[config.mk]
export PLATFORM = sky130hd
export DESIGN_NAME = contiguous_page_allocator
export DESIGN_NICKNAME = d
export VERILOG_FILES = /design/src/rtl/cpa_pkg.sv /design/src/rtl/contiguous_page_allocator.sv /design/src/rtl/cpa_ctrl.sv /design/src/rtl/cpa_datapath.sv
export SDC_FILE = /design/constraint.sdc
export NUM_CORES = 2
export LEC_CHECK = 0
export BUFFER_PORTS_ARGS = -buffer_cell sky130_fd_sc_hd__buf_4
export CORE_ASPECT_RATIO = 0.6
export CORE_MARGIN = 2
export CORE_UTILIZATION = 37
export CTS_CLUSTER_SIZE = 14
export DETAILED_ROUTE_END_ITERATION = 10
export PLACE_DENSITY = 0.51
export SLEW_MARGIN = 10
export SYNTH_ARGS = -nofsm -noshare
export SYNTH_HDL_FRONTEND = slang
export SYNTH_SLANG_ARGS = --single-unit
export TNS_END_PERCENT = 100
[constraint.sdc]
create_clock -name i_clk -period 83.1 [get_ports i_clk]
set_clock_uncertainty 0.1 [all_clocks]
set_input_delay 0 -clock i_clk [delete_from_list [all_inputs] [get_ports i_clk]]
set_output_delay 0 -clock i_clk [all_outputs]
set_load 0.03 [all_outputs]
[src/rtl/cpa_pkg.sv]
// ----------------------------------------------------------------------------
// cpa_pkg
// Shared types and constants of the contiguous page allocator.
// ----------------------------------------------------------------------------
package cpa_pkg;

    localparam int COUNT_W = 11;
    localparam int PAGE_W  = 10;
    localparam int TAG_W   = 4;

    // Operation codes
    localparam logic OP_ALLOC = 1'b0;
    localparam logic OP_FREE  = 1'b1;

    typedef struct packed {
        logic               operation;
        logic [COUNT_W-1:0] page_count;
        logic [PAGE_W-1:0]  first_page;
        logic [TAG_W-1:0]   purpose_tag;
    } t_request;

    typedef struct packed {
        logic [PAGE_W-1:0] start_index;
        logic              granted;
    } t_result;

    // Controller to datapath commands
    typedef struct packed {
        logic init_step;
        logic load_req;
        logic prep;
        logic scan_step;
        logic write_step;
        logic finish;
        logic grant;
    } t_dp_cmd;

    // Datapath to controller status
    typedef struct packed {
        logic init_last;
        logic is_free;
        logic alloc_zero;
        logic free_empty;
        logic scan_hit;
        logic scan_end;
        logic write_last;
    } t_dp_stat;

endpackage

[src/rtl/contiguous_page_allocator.sv]
// ----------------------------------------------------------------------------
// contiguous_page_allocator
// First-fit allocator of contiguous runs in a page directory, with free.
// ----------------------------------------------------------------------------
// A transaction is taken when start is high and busy is low; exactly one
// result follows on o_result, marked by a one-cycle o_done pulse, and it
// cannot be stalled. After reset the directory is cleared one page a cycle,
// with page 0 marked used, and busy stays high until the clearing pass is
// done. An allocate reads the used-bit memory one page a cycle from page 1
// upward, up to the end of the first run that fits (at most PAGES - 1 pages
// when no run fits), and then marks the pages of that run one by one.
// A zero-length allocate answers from the check step, without a scan. A
// free writes its range page by page after clamping at the directory end.
// The single memory write port sets the write passes; the serial scan
// sets the allocate time.
// ----------------------------------------------------------------------------
module contiguous_page_allocator
    import cpa_pkg::*;
#(
    parameter int PAGES = 1024
) (
    input  logic             i_clk,
    input  logic             i_rst_n,
    input  logic             start,
    output logic             busy,
    input  t_request         i_request,
    input  logic             i_cfg_we,
    input  logic [TAG_W-1:0] i_cfg_wdata,
    output logic             o_done,
    output t_result          o_result
);

    t_dp_cmd  dp_cmd;
    t_dp_stat dp_stat;

    // Sequence the clearing pass, scan and write passes
    cpa_ctrl u_ctrl (
        .i_clk   (i_clk),
        .i_rst_n (i_rst_n),
        .start   (start),
        .busy    (busy),
        .i_stat  (dp_stat),
        .o_cmd   (dp_cmd)
    );

    // Hold the directory, walk it, and register the result
    cpa_datapath #(
        .PAGES (PAGES)
    ) u_datapath (
        .i_clk       (i_clk),
        .i_rst_n     (i_rst_n),
        .i_cmd       (dp_cmd),
        .o_stat      (dp_stat),
        .i_request   (i_request),
        .i_cfg_we    (i_cfg_we),
        .i_cfg_wdata (i_cfg_wdata),
        .o_done      (o_done),
        .o_result    (o_result)
    );

    // A result only appears once the controller is back at rest
    a_done_idle: assert property (@(posedge i_clk) disable iff (!i_rst_n)
        o_done |-> !busy)
        else $error("result strobe while busy");

    // An accepted transaction makes the block busy
    a_accept_busy: assert property (@(posedge i_clk) disable iff (!i_rst_n)
        (start && !busy) |=> busy)
        else $error("transaction accepted without going busy");

    // Every finish command yields exactly one result strobe
    a_finish_done: assert property (@(posedge i_clk) disable iff (!i_rst_n)
        dp_cmd.finish |=> o_done)
        else $error("finish without result strobe");

    // A refused allocation reports start index zero
    a_fail_zero: assert property (@(posedge i_clk) disable iff (!i_rst_n)
        (o_done && !o_result.granted) |-> (o_result.start_index == '0))
        else $error("failed allocation with nonzero start index");

endmodule

[src/rtl/cpa_ctrl.sv]
// ----------------------------------------------------------------------------
// cpa_ctrl
// Sequencer of the page allocator: clearing pass, scan and write passes.
// ----------------------------------------------------------------------------
module cpa_ctrl
    import cpa_pkg::*;
(
    input  logic     i_clk,
    input  logic     i_rst_n,
    input  logic     start,
    output logic     busy,
    input  t_dp_stat i_stat,
    output t_dp_cmd  o_cmd
);

    typedef enum logic [4:0] {
        S_INIT  = 5'b00001,
        S_IDLE  = 5'b00010,
        S_CHECK = 5'b00100,
        S_SCAN  = 5'b01000,
        S_WRITE = 5'b10000
    } t_state;

    t_state r_state;
    t_state n_state;

    always_ff @(posedge i_clk) begin
        if (!i_rst_n) begin
            r_state <= S_INIT;
        end else begin
            r_state <= n_state;
        end
    end

    always_comb begin
        n_state = r_state;
        o_cmd   = '0;
        case (r_state)
            S_INIT: begin
                o_cmd.init_step = 1'b1;
                if (i_stat.init_last) begin
                    n_state = S_IDLE;
                end
            end
            S_IDLE: begin
                if (start) begin
                    o_cmd.load_req = 1'b1;
                    n_state        = S_CHECK;
                end
            end
            S_CHECK: begin
                o_cmd.prep = 1'b1;
                if (!i_stat.is_free) begin
                    if (i_stat.alloc_zero) begin
                        o_cmd.finish = 1'b1;
                        n_state      = S_IDLE;
                    end else begin
                        n_state = S_SCAN;
                    end
                end else if (i_stat.free_empty) begin
                    o_cmd.finish = 1'b1;
                    o_cmd.grant  = 1'b1;
                    n_state      = S_IDLE;
                end else begin
                    n_state = S_WRITE;
                end
            end
            S_SCAN: begin
                o_cmd.scan_step = 1'b1;
                if (i_stat.scan_hit) begin
                    n_state = S_WRITE;
                end else if (i_stat.scan_end) begin
                    o_cmd.finish = 1'b1;
                    n_state      = S_IDLE;
                end
            end
            S_WRITE: begin
                o_cmd.write_step = 1'b1;
                if (i_stat.write_last) begin
                    o_cmd.finish = 1'b1;
                    o_cmd.grant  = 1'b1;
                    n_state      = S_IDLE;
                end
            end
            default: begin
                n_state = S_INIT;
            end
        endcase
    end

    assign busy = (r_state != S_IDLE);

endmodule

[src/rtl/cpa_datapath.sv]
// ----------------------------------------------------------------------------
// cpa_datapath
// Page directory memories, scan and write pointers, and result register.
// ----------------------------------------------------------------------------
module cpa_datapath
    import cpa_pkg::*;
#(
    parameter int PAGES = 1024
) (
    input  logic             i_clk,
    input  logic             i_rst_n,
    input  t_dp_cmd          i_cmd,
    output t_dp_stat         o_stat,
    input  t_request         i_request,
    input  logic             i_cfg_we,
    input  logic [TAG_W-1:0] i_cfg_wdata,
    output logic             o_done,
    output t_result          o_result
);

    localparam int AW = $clog2(PAGES);
    localparam int LW = (AW + 1 > COUNT_W) ? AW + 1 : COUNT_W;
    localparam int EW = (AW + 1 > COUNT_W + 1) ? AW + 1 : COUNT_W + 1;

    // Page directory
    logic             r_page_used [0:PAGES-1];
    logic [TAG_W-1:0] r_page_tag  [0:PAGES-1];

    logic               r_op;
    logic [COUNT_W-1:0] r_count;
    logic [PAGE_W-1:0]  r_first;
    logic [TAG_W-1:0]   r_tag;
    logic [TAG_W-1:0]   r_avail;

    logic [AW:0]        r_addr;
    logic               r_rd_vld;
    logic [AW-1:0]      r_rd_addr;
    logic               r_used_q;
    logic [LW-1:0]      r_run_len;
    logic [AW-1:0]      r_run_start;
    logic [AW-1:0]      r_wptr;
    logic [AW:0]        r_end;
    logic [AW-1:0]      r_res_start;
    logic               r_done;
    t_result            r_result;

    logic               rd_en;
    logic               mem_we;
    logic               mem_used_d;
    logic [TAG_W-1:0]   mem_tag_d;
    logic [LW-1:0]      count_l;
    logic [LW-1:0]      run_inc;
    logic               hit;
    logic [AW-1:0]      hit_start;
    logic [LW-1:0]      hit_end;
    logic [EW-1:0]      first_ext;
    logic [EW-1:0]      free_sum;
    logic [EW-1:0]      free_end;
    logic [AW-1:0]      res_sel;
    logic [AW+PAGE_W-1:0] res_wide;

    // Scan arithmetic
    assign rd_en     = i_cmd.scan_step && (r_addr < (AW+1)'(PAGES));
    assign count_l   = LW'(r_count);
    assign run_inc   = r_run_len + LW'(1);
    assign hit       = r_rd_vld && !r_used_q && (run_inc == count_l);
    assign hit_start = (r_run_len == '0) ? r_rd_addr : r_run_start;
    assign hit_end   = LW'(hit_start) + count_l;

    // Free range, clamped at the directory end
    assign first_ext = EW'(r_first);
    assign free_sum  = first_ext + EW'(r_count);
    assign free_end  = (free_sum > EW'(PAGES)) ? EW'(PAGES) : free_sum;

    // Write port: clearing pass or run/range write
    assign mem_we     = i_cmd.init_step || i_cmd.write_step;
    assign mem_used_d = i_cmd.init_step ? (r_wptr == '0) : (r_op == OP_ALLOC);
    assign mem_tag_d  = i_cmd.init_step ? '0 : ((r_op == OP_ALLOC) ? r_tag : r_avail);

    always_ff @(posedge i_clk) begin
        if (mem_we) begin
            r_page_used[r_wptr] <= mem_used_d;
            r_page_tag[r_wptr]  <= mem_tag_d;
        end
        if (rd_en) begin
            r_used_q <= r_page_used[r_addr[AW-1:0]];
        end
    end

    // Request capture and configuration
    always_ff @(posedge i_clk) begin
        if (!i_rst_n) begin
            r_avail <= '0;
        end else if (i_cfg_we) begin
            r_avail <= i_cfg_wdata;
        end
    end

    always_ff @(posedge i_clk) begin
        if (i_cmd.load_req) begin
            r_op    <= i_request.operation;
            r_count <= i_request.page_count;
            r_first <= i_request.first_page;
            r_tag   <= i_request.purpose_tag;
        end
    end

    // Pointers and run tracking
    always_ff @(posedge i_clk) begin
        if (!i_rst_n) begin
            r_wptr    <= '0;
            r_addr    <= '0;
            r_rd_vld  <= 1'b0;
            r_run_len <= '0;
        end else begin
            r_rd_vld <= rd_en;
            if (rd_en) begin
                r_addr    <= r_addr + (AW+1)'(1);
                r_rd_addr <= r_addr[AW-1:0];
            end
            if (i_cmd.prep) begin
                r_addr    <= (AW+1)'(1);
                r_run_len <= '0;
                r_wptr    <= first_ext[AW-1:0];
                r_end     <= free_end[AW:0];
            end
            if (i_cmd.scan_step && r_rd_vld) begin
                if (r_used_q) begin
                    r_run_len <= '0;
                end else begin
                    r_run_len   <= run_inc;
                    r_run_start <= hit_start;
                end
                if (hit) begin
                    r_wptr      <= hit_start;
                    r_end       <= hit_end[AW:0];
                    r_res_start <= hit_start;
                end
            end
            if (mem_we) begin
                r_wptr <= r_wptr + AW'(1);
            end
        end
    end

    // Result register
    assign res_sel  = (i_cmd.grant && (r_op == OP_ALLOC)) ? r_res_start : '0;
    assign res_wide = {{PAGE_W{1'b0}}, res_sel};

    always_ff @(posedge i_clk) begin
        if (!i_rst_n) begin
            r_done <= 1'b0;
        end else begin
            r_done <= i_cmd.finish;
        end
        if (i_cmd.finish) begin
            r_result.start_index <= res_wide[PAGE_W-1:0];
            r_result.granted     <= i_cmd.grant;
        end
    end

    assign o_done   = r_done;
    assign o_result = r_result;

    assign o_stat.init_last  = (r_wptr == AW'(PAGES - 1));
    assign o_stat.is_free    = (r_op == OP_FREE);
    assign o_stat.alloc_zero = (r_count == '0);
    assign o_stat.free_empty = (free_end <= first_ext);
    assign o_stat.scan_hit   = hit;
    assign o_stat.scan_end   = r_rd_vld && !hit && (r_rd_addr == AW'(PAGES - 1));
    assign o_stat.write_last = (({1'b0, r_wptr} + (AW+1)'(1)) == r_end);

endmodule
Word-level counts from Yosys, hierarchy flattened
Memories as Yosys holds them, arrays and structs flattened. A register that Yosys moved wholly into a read port is not among the register bits.
Cells that the tools add are included.
Widths: inputs -> output; s select.
{"block": "word_totals", "input_bits": 34, "mem_bits_rw": 1024, "elab_cells": 104, "ff_bits": 113, "output_inout_bits": 13, "memories": 1}
{"block": "classes", "eq_ne": 14, "muxes": 41, "add_sub_neg": 6, "n_bitwise": 3, "n_reduce_logical": 20, "order_cmp": 3}
{"name": "u_datapath.r_page_used", "depth": 1024, "word_bits": 1, "read_ports": 1, "rd_ports_with_merged_regs": 1, "write_ports": 1, "line_no": "cpa_datapath.sv:26", "source": "logic r_page_used [0:PAGES-1];"}
{"op": "$mux 11", "n": 6}
{"op": "$mux 10", "n": 5}
{"op": "$mux 5", "n": 7}
{"op": "$pmux 5 s5", "n": 1}
{"op": "$add 11x1->11 const B", "n": 2}
{"op": "$eq 11x11->1", "n": 2}
{"op": "$logic_not 11->1", "n": 2}
{"op": "$eq 10x10->1 const B", "n": 2}
{"op": "$mux 1", "n": 16}
{"op": "$add 10x11->12", "n": 1}
{"op": "$gt 12x11->1 const B", "n": 1}
{"op": "$le 12x10->1", "n": 1}
{"op": "$mux 12", "n": 1}
{"op": "$add 10x1->11 const B", "n": 1}
{"op": "$add 10x11->11", "n": 1}
{"op": "$lt 11x11->1 const B", "n": 1}
{"op": "$add 10x1->10 const B", "n": 1}
{"op": "$logic_not 10->1", "n": 1}
{"op": "$logic_and 1x1->1", "n": 7}
{"op": "$ne 2x2->1 const B", "n": 3}
{"op": "$reduce_and 3->1", "n": 2}
{"op": "$eq 5x1->1 const B", "n": 1}
{"op": "$eq 5x2->1 const B", "n": 1}
{"op": "$eq 5x3->1 const B", "n": 1}
{"op": "15 further kinds", "n": 20}

Logic depth before layout (Yosys ltp)
{"block": "depth", "ltp_word": 9, "depth_mapped": 19, "ltp_nobuf": 19}

Hierarchy
From an unflattened synthesis, not the netlist that was laid out.
{"block": "hier_totals", "hier_cells": 3715, "hier_area_um2": 50847.5}
{"mod": "cpa_datapath", "seq_area_each_um2": 33682.3, "cells_per_inst": 3672, "area_each_um2": 50469.7, "instances": 1}
{"mod": "cpa_ctrl", "seq_area_each_um2": 100.1, "cells_per_inst": 43, "area_each_um2": 377.9, "instances": 1}

Worst setup path after synthesis
OpenSTA, ideal clock, no wires.
{"block": "synth_timing", "path_type": "register to register", "startpoint": "reg u_ctrl.r_state[1]", "endpoint": "mem u_datapath.r_page_used[0] (data pin)", "path_slack_ns": 47.948, "stages_incl_launch_ff": 4, "synth_period_minus_slack_ns": 35.152, "n_path_buf": 0, "arrival_time_ns": 29.166, "cell_sequence": "dfxtp_1 > nor3_1 > nand3b_1 > mux2i_1"}
{"block": "synth_between", "elab_chain_len": 3}
{"item": "start, declared", "line_no": "cpa_ctrl.sv:24", "source": "t_state r_state;"}
{"item": "start signal, assigned", "line_no": "cpa_ctrl.sv:31", "source": "r_state <= n_state;"}
{"item": "$eq 5x1->1", "line_no": "cpa_ctrl.sv:38", "source": "case (r_state)"}
{"item": "$mux 1", "line_no": "cpa_ctrl.sv:38"}
{"item": "$mux 1", "line_no": "cpa_datapath.sv:77", "source": "assign mem_used_d = i_cmd.init_step ? (r_wptr == '0) : (r_op == OP_ALLOC);"}
{"item": "net u_datapath.mem_used_d", "line_no": "cpa_datapath.sv:49", "source": "logic mem_used_d;"}
{"item": "end, declared", "line_no": "cpa_datapath.sv:26"}
The timed path passes the listed nets, and every way through them passes these cells.

==> results.md <==
* H-tree lvl count at 3
* CP max stage cell: edfxtp_1
* Non-Filler Instances at about 5600
* Worst Path Required at 83360 ps
* Core ar. at 137000 um2
* First DRT Iteration DRCs at about 4600
* Count of unique library cells instantiated by Yosys at 86
* Drt wl/cell at between 20 and 30 um
* Pre-antenna DRT Iters at 5
* Fin nets at roughly 3800
* Hpwl dp at around 90 mm
* R2r endpoint: u_datapath.o_result[1]$_SDFFCE_PN0P_
* Gr ovfl total at 0
* Pwr dens at about 25 nW/um2
* Maximum root-to-sink buffer count at 3
* Cell area after layout at 56700 um2
* Reg2reg path depth at 18
* Tcrit/Tclk final at ~7.2%
* Final-report hold violation count at 0
* Run status: finished, final reports clean
* CP Capture Type: flop
* Buf/Inv on CP at 1
* Synth top area share at between 60% and 70%
* Fmax at around 0.17 GHz
* Crit Path Max Fanout at 16
* GPL Wtd Cong at 0.824
* Clk pin slew, worst setup/hold paths at around 70 ps
* Largest net degree at the start of global routing at around 270
* Routed vias at about 32000
* Synthesized flop and latch total at approximately 1100
* Fraction of registers with async set/reset at 0%
* Dpl cells at between 5000 and 6000
* Vias in the first global route at roughly 30000
* Worst R2R Start: u_datapath.count_l[1]$_DFFE_PP_
* Port buffer count at 37
* Leak pwr at about 17 nW
* Vias per Instance at 5.73
* Post_cts resized at 0
* Synthesized instance count at about 3700
* IO Pins at 47
* Layout cells sized above 1 at 14.9%
* CP arrival at between 6000 and 7000 ps
* Initial Util at a little under two fifths
* Synth area leader: edfxtp_1
* Final ANT Viol Nets at 0
* Finish-stage setup viols at 0
* Num rows at 105
* FF-to-FF setup slack at approximately 77000 ps
* Die ar. at roughly 140000 um2
* Gr usage total at ~22%
* Crit-path cells: ha_1 > a211oi_1 > o211ai_1 > a41oi_1 > o211a_1 > a21oi_1 > buf_4 > o31a_1 > nor2_1 > ha_1 > a21oi_1 > nor2b_1 > o21ai_0 > o21ai_0 > a2111oi_0 > o21bai_1 > a211o_1 > nand2_1
* Max-cap violation count at 0
* Total CTS buffers at around 100
* Latest clock arrival within the worst-skew pair at between 700 and 800 ps
* Cell Area, Placed at 52900 um2
* Hold Crit Depth at 4
* Hold path startpoint: start
* RSZ-0062 raised after global routing: false
* Die Wd at 484 um
* Startpoint types: flop
* Grt met2 use at between 20 and 30%
* Antenna violations before repair at 6
* Peak supply drop at roughly 0.048 mV
* Post-Syn Nets at around 3800
* Crit path time final at approximately 6000 ps
* CTS tree: done
* Setup TNS at 0 ps
* Synth Flop Type: edfxtp_1
* Slew HR at approximately an eighth
* Setup bufs post-CTS at 0
* Grt met3 use at under 10%
* Min Hold Slack at approximately 190 ps
* Seq/Total Area, Yosys at between 60 and 70%
* Kind of critical path: flop to flop
* Worst slew pin tran at roughly 1300 ps
* Number of flops mapped to enable cells by yosys at roughly 1100
* Root Buffer: clkbuf_16
* Fin. max-slew vios at 0
* Final core utilization at between 40% and 50%
* Max stage delay on crit path at about 620 ps
* Die height at about 290 um
* Final wirelength at 159 mm
* Synth area leaders: edfxtp_1 (65%), mux4_2 (9.3%), nor2_1 (8.0%), mux2i_1 (2.0%), dfxtp_1 (1.5%)
* Number of clock sinks at between 1000 and 1500
* GR peak layer: met1
* First-pass GRT wire length at about 230 mm
* Area growth, synth to finish at 11.0%
* DRC violations left at 0
* Hold Path Class: input pin to flop
* WHS Endpoint: u_datapath.count_l[4]$_DFFE_PP_
* Cell Area, Synth at 51100 um2
* Met1 Track Usage GR at around 36%
* Mean post-synth cell area at 13.7 um2
* Synth Warn # at 0
* Delay-heaviest family, CP: compound AO/OA/AOI/OAI gates
==> cells in the mapped netlist, types with 12 or more instances <==
cell type,n
edfxtp_1,1099
nor2_1,1085
mux4_2,212
clkbuf_1,187
nand2_1,181
mux2i_1,104
buf_1,69
a21oi_1,64
o21ai_0,56
a22oi_1,39
dfxtp_1,39
ha_1,36
nand3_1,34
nor3_1,33
buf_2,30
xnor2_1,29
and2_1,28
inv_1,28
nor2b_1,27
a211oi_1,25
buf_6,25
xor2_1,25
o22ai_1,23
and3_1,18
mux2_2,16
nand2b_1,13
a31oi_1,12
==> logic make-up (layout without fill, tap and decap cells) <==
kind of cell    count (synthesis)  after routing  share of synthesized area [%]
compound gates                327            327                           4.38
xor+xnor                       58             58                           1.10
fa+ha+maj                      38             38                          0.959
buf+inv                       358            377                           3.37
flops                        1138           1138                           66.1
mux                           342            342                           12.2
other cells                     0              1                              0
simple gates                 1479           1479                           11.9
==> metal layers <==
metal	vias to the layer above	wire length [um]
met3	157	15700
met1	16900	76900
met4	2	2350
met5	-	9
met2	1349	64300
li1	13600	-
==> cell usage in the layout (no fill, tap or decap), types with 8 or more instances in the layout <==
master / count
inv_1: 27
a21oi_1: 64
o21ai_0: 56
a22o_1: 8
a31oi_1: 12
and3_1: 18
nand2_4: 13
xor2_1: 25
bufinv_16: 9
nor2b_1: 23
o22ai_1: 23
dlygate4sd3_1: 46
nand2_1: 146
mux2i_1: 103
and2_1: 28
nor4_1: 9
mux2_2: 16
a221oi_1: 11
xnor2_1: 29
buf_4: 109
dfxtp_1: 33
mux4_1: 9
mux4_2: 212
a22oi_1: 39
clkinv_1: 18
clkbuf_1: 25
clkinv_2: 19
a211oi_1: 25
nand2_2: 22
nand4_1: 11
nand2b_1: 13
edfxtp_1: 1099
o221ai_1: 9
clkbuf_16: 104
nor2_1: 1082
o211ai_1: 11
nand3_1: 34
nor3_1: 33
ha_1: 36
==> registers in the layout, summed over array words and instances, names as in the netlist, 11 cells and up <==
name and cells:
u_datapath.r_run_len 11, u_datapath.r_page_used 1024, u_datapath.count_l 11, u_datapath.r_end 11, u_datapath.r_addr 11, u_datapath.o_result 11
==> metrics by stage <==
step	worst slack, ps	power [W]
after floorplan	47950	0.00110
after global placement	77350	0.000934
after detailed placement	77370	0.000933
after CTS	77340	0.00142
after global routing	76810	0.00146
final	77150	0.00141
==> worst max-delay path by stage <==
stage / cells past startpoint / endpoint / from
2_1_floorplan: 3 / u_datapath.r_page_used[0]$_DFFE_PP_ / u_ctrl.r_state[1]$_SDFFE_PN0P_
3_3_place_gp: 18 / u_datapath.o_result[1]$_SDFFCE_PN0P_ / u_datapath.count_l[1]$_DFFE_PP_
3_5_place_dp: 18 / u_datapath.o_result[1]$_SDFFCE_PN0P_ / u_datapath.count_l[1]$_DFFE_PP_
4_1_cts: 18 / u_datapath.o_result[1]$_SDFFCE_PN0P_ / u_datapath.count_l[1]$_DFFE_PP_
5_1_grt: 19 / u_datapath.o_result[1]$_SDFFCE_PN0P_ / u_datapath.count_l[1]$_DFFE_PP_
6_report: 18 / u_datapath.o_result[1]$_SDFFCE_PN0P_ / u_datapath.count_l[1]$_DFFE_PP_
==> report_power, final <==
group / internal [W] / switching, W / leakage (nW) / total (W)
sequential: 0.000760 / 0.00000184 / 10.2 / 0.000762
clock: 0.000262 / 0.000228 / 1.62 / 0.000489
combinational: 0.0000157 / 0.000146 / 5.02 / 0.000161
==> final cells by class <==
type,instances,area [um2]
Clock buffer,131,2720
Tap cell,1819,2280
Multi-Input combinational cell,2244,15800
Timing Repair Buffer,161,1400
Clock inverter,56,594
Fill cell,12700,80200
Inverter,29,109
Sequential cell,1138,33800
Antenna cell,1,2.50
==> worst reg2reg max path: cells and delay by family (launching register included) <==
kind	cells	cell delay [ps]
compound gates	12	3240
flops	1	620
buf+inv	1	210
fa+ha+maj	2	690
simple gates	3	700
==> repair_timing <==
action | 4_1_cts | 5_1_grt
endpoints found under the hold margin | 95 | 0
hold buffers | 46 | 0
endpoints found under the setup margin | 0 | 0
Note: power is estimated with default switching activity, not from simulation.
